File: config.mk
export PLATFORM = sky130hd
export DESIGN_NAME = nde_mark
export DESIGN_NICKNAME = d
export VERILOG_FILES = /design/src/design/nde_pkg.sv /design/src/design/nde_mark.sv
export SDC_FILE = /design/constraint.sdc
export NUM_CORES = 1
export LEC_CHECK = 0
export BUFFER_PORTS_ARGS = -buffer_cell sky130_fd_sc_hd__buf_2
export CORE_UTILIZATION = 60
export DETAILED_ROUTE_END_ITERATION = 8
export GPL_ROUTABILITY_DRIVEN = 1
export GPL_TIMING_DRIVEN = 0
export PLACE_DENSITY_LB_ADDON = 0.25
export SYNTH_ARGS = -nofsm -noshare
export SYNTH_HDL_FRONTEND = slang
export SYNTH_SLANG_ARGS = --single-unit
File: constraint.sdc
create_clock -name vclk -period 13.4
set_input_delay 2.68 -clock vclk [all_inputs]
set_output_delay 2.68 -clock vclk [all_outputs]
set_load 0.02 [all_outputs]
File: src/design/nde_pkg.sv
// shared types and constants for the neighbor difference edge marker
`timescale 1ns / 1ps
package nde_pkg;

   localparam int MaxWidth  = 2048;
   localparam int MaxHeight = 4096;
   localparam int AddrW     = $clog2(MaxWidth);
   localparam int RowW      = 12;
   localparam int ChanW     = 8;
   localparam int PixW      = 3 * ChanW;
   localparam int WidthW    = 12;
   localparam int HeightW   = 13;
   localparam int ThreshW   = 10;
   localparam int QuantW    = 4;
   localparam int PaddrW    = 4;
   localparam int DataW     = 32;

   localparam logic [ChanW-1:0] ChanMax = 8'hFF;

   localparam logic [ThreshW-1:0] ResetThreshold = 10'd1;
   localparam logic [QuantW-1:0]  ResetQuant     = 4'd1;
   localparam logic [WidthW-1:0]  ResetWidth     = 12'd640;
   localparam logic [HeightW-1:0] ResetHeight    = 13'd480;

   typedef enum logic [1:0] {
      RegThreshold = 2'd0,
      RegQuant     = 2'd1,
      RegWidth     = 2'd2,
      RegHeight    = 2'd3
   } reg_index_type;

   typedef struct packed {
      logic [ThreshW-1:0] diff_threshold;
      logic [QuantW-1:0]  quant_bits;
      logic [WidthW-1:0]  frame_width;
      logic [HeightW-1:0] frame_height;
   } cfg_type;

   typedef struct packed {
      logic [ChanW-1:0] red;
      logic [ChanW-1:0] green;
      logic [ChanW-1:0] blue;
   } pixel_type;

endpackage

File: src/design/nde_mark.sv
// edge decision: center against its right and lower neighbors
`timescale 1ns / 1ps
module nde_mark import nde_pkg::*; (
   input  cfg_type   cfg,
   input  pixel_type center,
   input  pixel_type right,
   input  pixel_type lower,
   output logic      marked
);

   function automatic logic [ChanW-1:0] absdiff(input logic [ChanW-1:0] a,
                                                input logic [ChanW-1:0] b);
      logic [ChanW-1:0] d;
      d = (a > b) ? (a - b) : (b - a);
      return d;
   endfunction

   function automatic logic differs(input pixel_type a, input pixel_type b,
                                    input cfg_type c);
      logic [ThreshW-1:0] sad;
      logic [QuantW-1:0]  q;
      logic [ChanW-1:0]   mask;
      logic               res;
      sad = ThreshW'(absdiff(a.red, b.red)) + ThreshW'(absdiff(a.green, b.green))
            + ThreshW'(absdiff(a.blue, b.blue));
      q    = (c.quant_bits > QuantW'(ChanW)) ? QuantW'(ChanW) : c.quant_bits;
      // top q bits of a channel
      mask = ~(ChanMax >> q);
      if (c.diff_threshold != '0) begin
         res = sad > c.diff_threshold;
      end else begin
         res = (((a.red ^ b.red) | (a.green ^ b.green) | (a.blue ^ b.blue)) & mask) != '0;
      end
      return res;
   endfunction

   assign marked = differs(center, right, cfg) || differs(center, lower, cfg);

endmodule

==> reports/qor.csv <==
metric,value,unit
critical path class,in2out,
Crit. End Element,primary output,
drt via density,6.055,
# clk buffers,0,
Post-Route WL,15510,µm
pin count of the biggest net entering global routing,11,
Worst setup SP type,primary input,
clock period minus worst slack,11020,ps
Starting Density,63.00,%
Area contributors post-synth,"ha_1 (28%), fa_1 (11%), inv_1 (8.9%)",
setup bufs post-CTS,0,
Layout Area Growth over Synthesis,10.19,%
Setup WS post-layout,2382,ps
worst relative slew slack,60.82,%
global-route wire length before repair,24980,µm
Layout Cells excl Fill,913,
Seq cells,0,
maximum vdd drop,0.09997,mV
antenna violations before repair,0,
worst hold path class,in2out,
Post-layout nets,1072,
Syn Inst Count,718,
port bufs,87,
pre-CTS setup slack,2484,ps
Max Clk Rate,90.76,MHz
top post-synthesis cells by count,"inv_1 (133), ha_1 (124), nor2_1 (42)",
total number of vias,5528,
Filler Cells Inserted,728,
Die W,98.63,µm
placed cells,913,
number of routed nets with antenna violations,0,
Worst Path Required,10720,ps
Core Rows,34,
I/O pins,112,
Die ar.,0.009727,mm²
final period utilization,82.22,%
Detail Placement HPWL,13520,µm
wire per inst,16.99,µm
CP arrival,8340,ps
layout cells sized above 1,16.65,%
core area,0.008891,mm²
vias in the first global route,5373,
Final Hold Fails,0,
Yosys top cell area share,27.70,%
all-layer global routing usage,31.66,%
syn nets,983,
cell taking the most area after synthesis,ha_1,
worst-margin pin slew,582.3,ps
register area share after synthesis,0,%
die height,98.63,µm
Pre-antenna DRT Iters,5,
# DRC,0,
"Avg Cell Area, Syn",7.802,µm²
fin area,0.006172,mm²
placed cell areas,0.006172,mm²
gpl congestion,0.9658,
post-synthesis cell area,0.005602,mm²
RSZ-0062 raised after global routing,false,
"Core Util, Final",69.42,%
TNS Setup,0,ps
Synth Warn #,0,
Final Setup Violations,0,
Pwr per Cell Area,136.4,mW/mm²
Yosys cell types,58,
cts hold-fix bufs,0,
outcome,"complete, no violations",
Register Area,0,µm²
grt total ovfl,0,
Max Cap Violations,0,
final slew viol count,0,
peak fanout along the critical path,7,
post-cts resize count,0,
DRT iter0 DRCs,409,
most common cell in the netlist,inv_1,
Leak,0.003313,µW
Antenna Cells,0,
[routing by layer]
layer | global-route usage (%) | routed length, µm
met5 | 0 | 0
met4 | 10.91 | 446
met3 | 1.277 | 942
met2 | 55.58 | 7404
met1 | 41.71 | 6717
[through the flow]
step           hold slack [ps]  power, µW
6_report                  5940      842.2
3_5_place_dp              5896      821.3
3_3_place_gp              5903      765.0
2_1_floorplan             5691      622.0
4_1_cts                   5906      828.0
5_1_grt                   5925      940.9
[final cells by class]
cell class	count	area [µm²]	area share, %
multi-input combinational	572	5024	81.39
inverter	133	499.2	8.088
timing repair buffer	87	435.4	7.055
tap	108	135.1	2.189
buffer	13	78.83	1.277
[power by group]
part	leakage (µW)	total, µW	switching (µW)	internal (µW)
registers	0	0	0	0
logic	0.00331	842	462	380
clock network	0	0	0	0
[worst paths after layout]
kind | startpoint | to | depth (start not counted)
max | center[0] | marked | 27
min | cfg[37] | marked | 5
[cells by family (layout without fill, tap and decap cells)]
family / after synthesis / in the layout / share of synthesized area [%]
compound gates: 171 / 171 / 21.31
simple gates: 156 / 156 / 14.12
fa+ha+maj: 155 / 155 / 38.60
buf+inv: 146 / 233 / 10.32
mux: 48 / 48 / 9.091
xor+xnor: 42 / 42 / 6.567
[placed cells by master, fill, tap and decap left out, types with 9 or more instances in the layout]
cell type	instances
a211oi_1	9
a21o_1	20
a21oi_1	40
buf_2	96
fa_1	30
ha_1	124
inv_1	133
mux2_2	15
mux2i_1	31
nand2_1	28
nand3_1	9
nand4_1	19
nor2_1	42
nor2b_1	18
nor3_1	12
o21a_1	9
o21ai_0	38
xnor2_1	22
xor2_1	20
[worst max-delay path, cell delays in order]
cell,delay [ps]
buf_2,130
inv_1,90
ha_1,220
inv_1,70
fa_1,210
a21o_1,120
a21oi_1,100
or3_1,380
a21oi_4,310
mux2i_1,260
xor2_1,310
fa_1,520
fa_1,480
nor2b_1,120
o21ai_0,100
a21boi_0,270
o21ai_0,150
a21boi_0,260
nor2_1,90
ha_1,300
a21o_1,160
a21o_1,170
a21oi_1,130
o21ai_0,90
o21a_1,110
o32a_1,320
buf_2,160
No activity file was read; power rests on OpenSTA's default activity.
