==> src/design/nde_pkg.sv <==
// shared types and constants for the neighbor difference edge marker
`timescale 1ns / 1ps
package nde_pkg;

   localparam int MaxWidth  = 2048;
   localparam int MaxHeight = 4096;
   localparam int AddrW     = $clog2(MaxWidth);
   localparam int RowW      = 12;
   localparam int ChanW     = 8;
   localparam int PixW      = 3 * ChanW;
   localparam int WidthW    = 12;
   localparam int HeightW   = 13;
   localparam int ThreshW   = 10;
   localparam int QuantW    = 4;
   localparam int PaddrW    = 4;
   localparam int DataW     = 32;

   localparam logic [ChanW-1:0] ChanMax = 8'hFF;

   localparam logic [ThreshW-1:0] ResetThreshold = 10'd1;
   localparam logic [QuantW-1:0]  ResetQuant     = 4'd1;
   localparam logic [WidthW-1:0]  ResetWidth     = 12'd640;
   localparam logic [HeightW-1:0] ResetHeight    = 13'd480;

   typedef enum logic [1:0] {
      RegThreshold = 2'd0,
      RegQuant     = 2'd1,
      RegWidth     = 2'd2,
      RegHeight    = 2'd3
   } reg_index_type;

   typedef struct packed {
      logic [ThreshW-1:0] diff_threshold;
      logic [QuantW-1:0]  quant_bits;
      logic [WidthW-1:0]  frame_width;
      logic [HeightW-1:0] frame_height;
   } cfg_type;

   typedef struct packed {
      logic [ChanW-1:0] red;
      logic [ChanW-1:0] green;
      logic [ChanW-1:0] blue;
   } pixel_type;

endpackage

==> src/design/nde_csr.sv <==
// apb register file holding threshold, quantizer and frame geometry
`timescale 1ns / 1ps
module nde_csr import nde_pkg::*; (
   input  logic              clock,
   input  logic              reset,
   input  logic              psel,
   input  logic              penable,
   input  logic              pwrite,
   input  logic [PaddrW-1:0] paddr,
   input  logic [DataW-1:0]  pwdata,
   output logic [DataW-1:0]  prdata,
   output logic              pready,
   output cfg_type           cfg
);

   cfg_type       cfg_ff;
   cfg_type       cfg_in;
   reg_index_type index;
   logic          wr_en;

   assign index  = reg_index_type'(paddr[PaddrW-1:2]);
   assign wr_en  = psel && penable && pwrite;
   assign pready = 1'b1;
   assign cfg    = cfg_ff;

   always_comb begin
      cfg_in = cfg_ff;
      if (wr_en) begin
         case (index)
            RegThreshold: cfg_in.diff_threshold = pwdata[ThreshW-1:0];
            RegQuant:     cfg_in.quant_bits     = pwdata[QuantW-1:0];
            RegWidth:     cfg_in.frame_width    = pwdata[WidthW-1:0];
            RegHeight:    cfg_in.frame_height   = pwdata[HeightW-1:0];
            default:      cfg_in = cfg_ff;
         endcase
      end
   end

   always_comb begin
      case (index)
         RegThreshold: prdata = DataW'(cfg_ff.diff_threshold);
         RegQuant:     prdata = DataW'(cfg_ff.quant_bits);
         RegWidth:     prdata = DataW'(cfg_ff.frame_width);
         RegHeight:    prdata = DataW'(cfg_ff.frame_height);
         default:      prdata = '0;
      endcase
   end

   always_ff @(posedge clock) begin
      if (reset) begin
         cfg_ff.diff_threshold <= ResetThreshold;
         cfg_ff.quant_bits     <= ResetQuant;
         cfg_ff.frame_width    <= ResetWidth;
         cfg_ff.frame_height   <= ResetHeight;
      end else begin
         cfg_ff <= cfg_in;
      end
   end

endmodule

==> config.mk <==
export PLATFORM = sky130hd
export DESIGN_NAME = nde_csr
export DESIGN_NICKNAME = d
export VERILOG_FILES = /design/src/design/nde_pkg.sv /design/src/design/nde_csr.sv
export SDC_FILE = /design/constraint.sdc
export NUM_CORES = 1
export LEC_CHECK = 0
export CAP_MARGIN = 20
export CORE_AREA = 2 2 76 78
export CTS_CLUSTER_SIZE = 24
export DETAILED_ROUTE_END_ITERATION = 10
export DIE_AREA = 0 0 78 80
export DONT_BUFFER_PORTS = 1
export SYNTH_ARGS = -nofsm -noshare
export SYNTH_HDL_FRONTEND = slang
export SYNTH_SLANG_ARGS = --single-unit
==> constraint.sdc <==
create_clock -name clock -period 2.6 [get_ports clock]
set_input_delay 0.13 -clock clock [delete_from_list [all_inputs] [get_ports clock]]
set_output_delay 0.13 -clock clock [all_outputs]
set_load 0.02 [all_outputs]
==> impl_metrics.csv, run 1 <==
group,metric,value,unit
routing,remaining_drc_errors,0,
critical_path,worst-endpoint-required,2.47,ns
floorplan,die_height,80,um
cts,cts.root.buffer_cell,"sky130_fd_sc_hd__clkbuf_8",
grt,top_usage_layer,"met2",
cts,cts_inserted_buffers,5,
routing,via_per_inst,4.918,
critical_path,timing.setup.critical_path_class,"flop to output pin",
layout,fin_nets,236,
grt,first_global_vias,1254,
critical_path,crit_chain,"mux4_2",
synth,syn_avg_cell_area,10.43,um^2
grt,globalRouteMet2Util,22.16,%
routing,wl_per_cell,16.21,um
layout,mostFrequentLayoutCells,"sky130_fd_sc_hd__nand2b_1 (42), sky130_fd_sc_hd__mux2i_1 (40), sky130_fd_sc_hd__dfxtp_1 (39)",
cts,tritoncts_num_sinks,39,
critical_path,crit_path_top_delay_cell,"sky130_fd_sc_hd__mux4_2",
critical_path,rr_endpoint,"cfg[36]$_SDFFE_PP0P_",
sta,finalSetupViolCount,0,
critical_path,r2r_setup_slack,1.25,ns
layout,n_fill_cell,552,
critical_path,critical_path.max_fanout,3,
place,detailed_place.area,1997,um^2
cts,cts_tree,"yes",
sta,worst-slew-pin-transition,0.9233,ns
routing,dr_total_vias,1313,
power_and_ir_drop,design_power_total,1.127,mW
layout,layout.cell_area.non_filler,2115,um^2
power_and_ir_drop,vdd.ir_drop.worst,0.0002647,V
cts,clock_insertion_delay_worst_skew,0.28,ns
layout,final_layout_size_suffix_gt1_share,12.31,%
sta,final_min_period_over_clock_period,53.68,%
critical_path,timing.critical_path.arrival,1.27,ns
grt,pin_count_of_the_biggest_net_entering_global_routing,58,
place,pre_cts_ws,1.194,ns
worst_hold_path,worstHoldStart,"pwdata[6]",
floorplan,floorplan.rows,27,
grt,grt_util_met3,4.072,%
routing,postRouteAntennaNets,0,
job,cap_viol_max_count,0,
synth,synthesis.yosys.warnings,0,
synth,flops_latches_synth,39,
sta,setup-tns-final,0,ns
routing,drtPass1Iterations,3,
critical_path,rr_startpoint,"cfg[36]$_SDFFE_PP0P_",
routing,drc_violation_total_after_the_first_tritonroute_iteration,26,
cts,ctsHtreeMaxLevel,2,
layout,largest_register_ff_count,39,
critical_path,critPathTopFamily,"multiplexers",
power_and_ir_drop,power_per_cell_area,533.2,nW/um^2
grt,gr-total-overflow,0,
worst_hold_path,min_delay_worst_endpoint,"cfg[6]$_SDFFE_PP1P_",
grt,antenna_violations_before_repair,0,
critical_path,worstSetupStartpointType,"flop",
grt,grt_first_pass_wirelength,6548,um
grt,use_met1,17.29,%
layout,layout_commonest_cell,"sky130_fd_sc_hd__nand2b_1",
place,detailed_place_hpwl,2815,um
synth,synth_seq_area_share,37.43,%
worst_hold_path,worstHoldPathType,"primary input to flop",
routing,drt-total-wl,4327,um
cts,cts_buffer_depth,2,
sta,final_hold_vios,0,
synth,synth.distinct_cells,24,
sta,grt_setup_unrepaired,"false",
outcome,result_of_the_run,"finished clean",
floorplan,io_pins,113,
floorplan,dieArea,6240,um^2
floorplan,die_width,78,um
worst_hold_path,timing.hold.worst_path_depth,2,
cts,cts.reportedPaths.clkPinSlew,0.07,ns
sta,post-route-worst-setup-slack,1.204,ns
floorplan,initial_core_util,38.59,%
sta,maxSlewHeadroom,38.38,%
sta,layout_min_cycle_time,1.396,ns
synth,synthesis.instances,200,
synth,synthesis.area,2086,um^2
sta,final-max-slew-violation-count,0,
layout,finish.utilization,39.12,%
place,place_congestion,0.6210,
place,place.port_buffers,0,
grt,grt_usage,13.95,%
layout,antenna_cells,0,
critical_path,nature_of_the_critical_path_endpoint,"output pin",
floorplan,core,5405,um^2
power_and_ir_drop,total_leakage_power,0.8867,nW
layout,area_delta_synth_final,1.380,%
cts,resized_gates_after_cts,0,
critical_path,worstRegToRegCells,3,
critical_path,combined_buffer_and_inverter_count_along_the_critical_path,0,
sta,clock_skew,0,ns
sta,achievable-frequency,716.4,MHz
critical_path,worst_path_largest_cell_delay,0.58,ns
==> power by group <==
| group | internal (mW) | switching [mW] |
|---|---|---|
| combinational | 0.0418 | 0.0589 |
| sequential | 0.605 | 0.0165 |
| clock | 0.208 | 0.197 |
==> what timing repair did <==
action,in CTS,in global routing
hold buffers,3,0
endpoints found under the setup margin,0,0
endpoints found under the hold margin,2,0
buffers inserted,0,0
==> cell type report <==
class                      instances  area [um^2]  share of cell area [%]
multi-input combinational        146         1126                   53.25
sequential                        39        780.7                   36.92
tap                               72        90.09                   4.260
clock buffer                       6        82.58                   3.905
timing repair buffer               3        30.03                   1.420
clock inverter                     1        5.005                  0.2367
==> kinds of logic after synthesis <==
| kind of cell | share of synthesized area, % |
|---|---|
| AO/OA/AOI/OAI | 3.119 |
| other | 0.3601 |
| AND/OR/NAND/NOR | 20.34 |
| multiplexers | 26.93 |
| buffers and inverters | 11.82 |
| flip-flops | 37.43 |
==> metrics by stage <==
step	hold slack [ns]	std cells
6_report	0.01148	267
3_5_place_dp	0.2081	257
3_3_place_gp	0.2061	257
4_1_cts	0.001623	267
5_1_grt	0.003925	267
2_1_floorplan	0.2777	218
==> how the worst max path moves through the flow <==
stage | to | cells after the start | start | slack, ns
after global routing | cfg[36]$_SDFFE_PP0P_ | 3 | cfg[36]$_SDFFE_PP0P_ | 1.15
after floorplan | prdata[6] | 4 | paddr[2] | 1.51
final | prdata[1] | 1 | cfg[1]$_SDFFE_PP0P_ | 1.20
after CTS | prdata[1] | 1 | cfg[1]$_SDFFE_PP0P_ | 1.18
after detailed placement | cfg[13]$_SDFFE_PP0P_ | 3 | pwrite | 1.19
after global placement | cfg[13]$_SDFFE_PP0P_ | 3 | pwrite | 1.22
==> metal layers <==
layer	vias up	part of all wire (%)
met5	-	0
met1	622	45
met4	0	1.8
met2	64	46
li1	621	-
met3	6	6.8
==> Yosys cell counts <==
library cell / number / area, um^2
sky130_fd_sc_hd__nand2b_1: 42 / 262.8
sky130_fd_sc_hd__mux2i_1: 40 / 400.4
sky130_fd_sc_hd__dfxtp_1: 39 / 780.8
sky130_fd_sc_hd__buf_4: 20 / 150.1
sky130_fd_sc_hd__nor2_1: 14 / 52.55
sky130_fd_sc_hd__a22o_1: 6 / 52.55
sky130_fd_sc_hd__buf_6: 6 / 67.56
sky130_fd_sc_hd__clkbuf_1: 5 / 18.77
sky130_fd_sc_hd__mux2_2: 5 / 56.30
sky130_fd_sc_hd__mux4_2: 4 / 90.09
sky130_fd_sc_hd__and3_4: 2 / 22.52
sky130_fd_sc_hd__buf_2: 2 / 10.01
sky130_fd_sc_hd__conb_1: 2 / 7.510
sky130_fd_sc_hd__nand3_1: 2 / 10.01
sky130_fd_sc_hd__nor2b_1: 2 / 12.51
sky130_fd_sc_hd__a21oi_1: 1 / 5.000
sky130_fd_sc_hd__and3_1: 1 / 6.260
sky130_fd_sc_hd__mux2_4: 1 / 15.01
sky130_fd_sc_hd__nand2_2: 1 / 6.260
sky130_fd_sc_hd__nand3_2: 1 / 10.01
sky130_fd_sc_hd__nand3b_2: 1 / 11.26
sky130_fd_sc_hd__nor2_4: 1 / 11.26
sky130_fd_sc_hd__nor3b_4: 1 / 18.77
sky130_fd_sc_hd__o31ai_1: 1 / 7.510
Power figures use the tool's default switching activity.
==> run 2, diff against run 1 <==
==> constraint.sdc (replaced) <==
create_clock -name clock -period 1.28 [get_ports clock]
set_input_delay 0.064 -clock clock [delete_from_list [all_inputs] [get_ports clock]]
set_output_delay 0.064 -clock clock [all_outputs]
set_load 0.02 [all_outputs]
==> impl_metrics.csv, run 2 (synthesis results as in run 1) <==
group,metric,value,unit
critical_path,r2r_setup_slack,0.46,ns
sta,final-max-slew-violation-count,0,
place,detailed_place_hpwl,3015,um
cts,cts.root.buffer_cell,"sky130_fd_sc_hd__clkbuf_8",
grt,gr-total-overflow,0,
cts,cts.reportedPaths.clkPinSlew,0.08,ns
sta,final_hold_vios,0,
sta,post-route-worst-setup-slack,-0.006575,ns
grt,pin_count_of_the_biggest_net_entering_global_routing,54,
routing,via_per_inst,4.759,
job,cap_viol_max_count,0,
critical_path,critPathTopFamily,"multiplexers",
sta,layout_min_cycle_time,1.287,ns
layout,antenna_cells,0,
critical_path,nature_of_the_critical_path_endpoint,"output pin",
critical_path,timing.critical_path.arrival,1.22,ns
floorplan,floorplan.rows,27,
critical_path,worst-endpoint-required,1.22,ns
sta,finalSetupViolCount,2,
layout,mostFrequentLayoutCells,"sky130_fd_sc_hd__nand2b_1 (42), sky130_fd_sc_hd__mux2i_1 (40), sky130_fd_sc_hd__conb_1 (20)",
cts,ctsHtreeMaxLevel,2,
floorplan,dieArea,6240,um^2
cts,cts_tree,"yes",
critical_path,crit_path_top_delay_cell,"sky130_fd_sc_hd__mux4_2",
floorplan,die_height,80,um
cts,cts_buffer_depth,2,
critical_path,worst_path_largest_cell_delay,0.56,ns
grt,grt_first_pass_wirelength,7348,um
critical_path,combined_buffer_and_inverter_count_along_the_critical_path,0,
power_and_ir_drop,total_leakage_power,1.067,nW
layout,layout.cell_area.non_filler,2491,um^2
critical_path,cp_num_cells,1,
routing,dr_total_vias,1385,
critical_path,critical_path.max_fanout,3,
place,numPlacedInstances,269,
layout,final_layout_size_suffix_gt1_share,30.59,%
outcome,violations,"negative setup slack",
floorplan,die_width,78,um
critical_path,critical_path.endpoint,"prdata[0]",
place,place_congestion,0.6589,
layout,largest_register_ff_count,39,
cts,tritoncts_num_sinks,39,
sta,fin_hold_ws,0.02299,ns
layout,area_delta_synth_final,19.44,%
routing,postRouteAntennaNets,0,
cts,clock_insertion_delay_worst_skew,0.29,ns
sta,setup-tns-final,-0.009801,ns
sta,grt_setup_unrepaired,"true",
critical_path,worstSetupStartpointType,"flop",
critical_path,rr_startpoint,"cfg[35]$_SDFFE_PP0P_",
grt,first_global_vias,1406,
critical_path,crit_chain,"mux4_2",
cts,cts_inserted_buffers,5,
critical_path,worstRegToRegCells,2,
layout,final_cell_count_no_fill,291,
power_and_ir_drop,power_per_cell_area,1110,nW/um^2
routing,drt-total-wl,4719,um
outcome,result_of_the_run,"finished with violations",
grt,antenna_violations_before_repair,0,
routing,wl_per_cell,16.22,um
sta,final_min_period_over_clock_period,100.5,%
layout,layout_commonest_cell,"sky130_fd_sc_hd__nand2b_1",
floorplan,initial_core_util,38.59,%
floorplan,io_pins,113,
power_and_ir_drop,vdd.ir_drop.worst,0.0004706,V
critical_path,rr_endpoint,"cfg[35]$_SDFFE_PP0P_",
routing,remaining_drc_errors,0,
critical_path,worst_setup_path_startpoint,"cfg[0]$_SDFFE_PP0P_",
grt,grt_usage,15.39,%
floorplan,core,5405,um^2
sta,clock_skew,0,ns
place,place.port_buffers,0,
layout,fin_nets,259,
routing,drtPass1Iterations,4,
routing,drc_violation_total_after_the_first_tritonroute_iteration,38,
place,pre_cts_ws,0.2607,ns
place,detailed_place.area,2087,um^2
worst_hold_path,worstHoldPathType,"primary input to flop",
sta,achievable-frequency,777.3,MHz
critical_path,timing.setup.critical_path_class,"flop to output pin",
run 2: changes by cell type in the layout (fill, tap and decap cells not counted), sizes merged:
cell	delta
clkinv	-1
bufinv	+2
clkinvlp	+1
clkbuf	-1
dlygate4sd3	+9
buf	+14
run 2: worst min path at each step:
stage	to	cells after the start	from	slack, ns
after floorplan	cfg[36]$_SDFFE_PP0P_	2	pwdata[7]	0.21
after global placement	cfg[36]$_SDFFE_PP0P_	1	reset	0.14
after detailed placement	cfg[36]$_SDFFE_PP0P_	1	reset	0.14
after CTS	cfg[36]$_SDFFE_PP0P_	3	paddr[3]	0.003
after global routing	cfg[26]$_SDFFE_PP0P_	2	pwdata[1]	0.04
final	cfg[3]$_SDFFE_PP0P_	2	pwdata[3]	0.02
run 2: where the power goes:
| group | total (mW) | switching (mW) | internal, mW |
|---|---|---|---|
| Clock | 1.23 | 0.449 | 0.778 |
| Combinational | 0.297 | 0.162 | 0.135 |
| Sequential | 1.24 | 0.0272 | 1.21 |
| Total | 2.77 | 0.639 | 2.13 |
run 2: what timing repair did:
action,CTS,global route
gates cloned,0,0
hold buffers,13,0
pin swaps,0,2
hold endpoints to repair,39,0
setup buffers,0,1
endpoints found under the setup margin,10,10
resized for setup,23,16
run 2: cell type report:
class	count	area [um^2]
fill	503	2914
multi-input combinational	146	1186
sequential	39	828.3
timing repair buffer	26	250.2
tap	72	90.09
clock buffer	5	68.82
clock inverter	3	67.56
run 2: metal layers:
metal | up-vias | part of all wire [%] | global-route usage (%)
li1 | 668 | - | -
met2 | 64 | 50 | 27.24
met4 | 0 | 1.0 | 4.737
met1 | 649 | 43 | 17.85
met3 | 4 | 6.5 | 4.638
met5 | - | 0 | 0
run 2: metrics by stage:
stage          power [mW]  util, %
6_report            2.766    46.09
5_1_grt             2.879    46.09
4_1_cts             2.797    44.28
3_5_place_dp        1.498    38.61
3_3_place_gp        1.496    38.61
2_1_floorplan       1.565        -
==> run 3, diff against run 2 <==
--- a/config.mk
+++ b/config.mk
@@ -11,6 +11,7 @@
 export DETAILED_ROUTE_END_ITERATION = 10
 export DIE_AREA = 0 0 78 80
 export DONT_BUFFER_PORTS = 1
+export SETUP_SLACK_MARGIN = 0.2
 export SYNTH_ARGS = -nofsm -noshare
 export SYNTH_HDL_FRONTEND = slang
 export SYNTH_SLANG_ARGS = --single-unit
==> impl_metrics.csv, run 3 (synthesis results as in run 1) <==
group,metric,value,unit
routing,dr_total_vias,1419,
critical_path,combined_buffer_and_inverter_count_along_the_critical_path,0,
cts,cts.reportedPaths.clkPinSlew,0.08,ns
floorplan,dieArea,6240,um^2
critical_path,worst_path_largest_cell_delay,0.56,ns
layout,largest_register_ff_count,39,
sta,post-route-worst-setup-slack,-0.007387,ns
layout,layout_commonest_cell,"sky130_fd_sc_hd__nand2b_1",
grt,grt_usage,15.54,%
cts,cts_buffer_depth,2,
critical_path,timing.critical_path.arrival,1.22,ns
critical_path,crit_chain,"mux4_2",
sta,setup-tns-final,-0.01141,ns
place,detailed_place_hpwl,3015,um
grt,first_global_vias,1432,
critical_path,critical_path.max_fanout,3,
layout,antenna_cells,0,
layout,mostFrequentLayoutCells,"sky130_fd_sc_hd__nand2b_1 (42), sky130_fd_sc_hd__mux2i_1 (40), sky130_fd_sc_hd__conb_1 (20)",
routing,postRouteAntennaNets,0,
layout,fin_nets,258,
floorplan,floorplan.rows,27,
cts,tritoncts_num_sinks,39,
floorplan,initial_core_util,38.59,%
grt,grt_first_pass_wirelength,7424,um
sta,finalSetupViolCount,2,
routing,drt-total-wl,4749,um
worst_hold_path,worstHoldPathType,"primary input to flop",
sta,grt_setup_unrepaired,"true",
critical_path,nature_of_the_critical_path_endpoint,"output pin",
cts,ctsHtreeMaxLevel,2,
sta,final_min_period_over_clock_period,100.6,%
critical_path,timing.setup.critical_path_class,"flop to output pin",
floorplan,core,5405,um^2
critical_path,worst-endpoint-required,1.22,ns
layout,area_delta_synth_final,20.16,%
grt,gr-total-overflow,0,
critical_path,crit_path_top_delay_cell,"sky130_fd_sc_hd__mux4_2",
cts,cts.root.buffer_cell,"sky130_fd_sc_hd__clkbuf_8",
cts,cts_inserted_buffers,5,
place,pre_cts_ws,0.2607,ns
place,place.port_buffers,0,
routing,wl_per_cell,16.38,um
power_and_ir_drop,power_per_cell_area,1098,nW/um^2
power_and_ir_drop,total_leakage_power,1.074,nW
critical_path,critPathTopFamily,"multiplexers",
floorplan,io_pins,113,
sta,final_hold_vios,0,
sta,achievable-frequency,776.8,MHz
routing,drtPass1Iterations,4,
layout,final_layout_size_suffix_gt1_share,32.57,%
grt,antenna_violations_before_repair,0,
routing,via_per_inst,4.893,
routing,drc_violation_total_after_the_first_tritonroute_iteration,32,
routing,remaining_drc_errors,0,
outcome,violations,"negative setup slack",
floorplan,die_height,80,um
sta,layout_min_cycle_time,1.287,ns
cts,clock_insertion_delay_worst_skew,0.29,ns
cts,cts_tree,"yes",
sta,final-max-slew-violation-count,0,
outcome,result_of_the_run,"finished with violations",
sta,clock_skew,0,ns
floorplan,die_width,78,um
place,place_congestion,0.6589,
power_and_ir_drop,vdd.ir_drop.worst,0.0004713,V
grt,pin_count_of_the_biggest_net_entering_global_routing,54,
critical_path,worstSetupStartpointType,"flop",
job,cap_viol_max_count,0,
==> run 3: cell types whose count changed in the layout (fill, tap and decap cells not counted), sizes merged <==
cell	change
buf	-1
==> run 3: final cells by class <==
class / count / area (um^2)
Clock buffer: 5 / 68.82
Multi-Input combinational cell: 146 / 1204
Clock inverter: 3 / 67.56
Fill cell: 498 / 2899
Timing Repair Buffer: 25 / 230.2
Sequential cell: 39 / 845.8
Tap cell: 72 / 90.09
==> run 3: metal layers <==
metal  up-vias  GRT usage (%)  share of wire (%)
li1        675              -                  -
met1       673          17.50                 42
met2        66          28.19                 50
met3         5          4.638                6.9
met4         0          4.737                1.1
met5         -              0                  0
==> run 3: where the power goes <==
group          switching [mW]  internal [mW]
Clock                   0.452          0.778
Combinational           0.160          0.131
Sequential             0.0273           1.20
Total                   0.639           2.11
==> run 3: through the flow <==
step	power (mW)	instances	hold slack, ns	instance area [um^2]	utilization, %
3_5_place_dp	1.498	269	0.1417	2087	38.61
5_1_grt	2.861	290	0.01831	2506	46.37
6_report	2.752	290	0.02193	2506	46.37
3_3_place_gp	1.496	269	0.1391	2087	38.61
2_1_floorplan	1.565	218	0.2117	2153	-
4_1_cts	2.792	290	0.01278	2500	46.25
==> run 3: repair_timing <==
action                                  CTS  global route
pin swaps                                 0             0
endpoints found under the setup margin   13            11
endpoints found under the hold margin    39             0
hold buffers                             13             0
setup buffers                             0             0
resized for setup                        50             3
==> run 3: path summary, 6_finish.rpt <==
path,start,end,slack (ns),depth (start not counted)
min reg2reg,cfg[16]$_SDFFE_PP0P_,cfg[16]$_SDFFE_PP0P_,0.54,2
max reg2reg,cfg[38]$_SDFFE_PP0P_,cfg[38]$_SDFFE_PP0P_,0.42,2
min,pwdata[3],cfg[3]$_SDFFE_PP0P_,0.02,2
max,cfg[0]$_SDFFE_PP0P_,prdata[0],-0.007,1
==> run 3: worst register-to-register path: stages, from the launching register on <==
cell	delay [ns]
sky130_fd_sc_hd__dfxtp_1	0.50
sky130_fd_sc_hd__nand2b_1	0.11
sky130_fd_sc_hd__mux2i_1	0.17
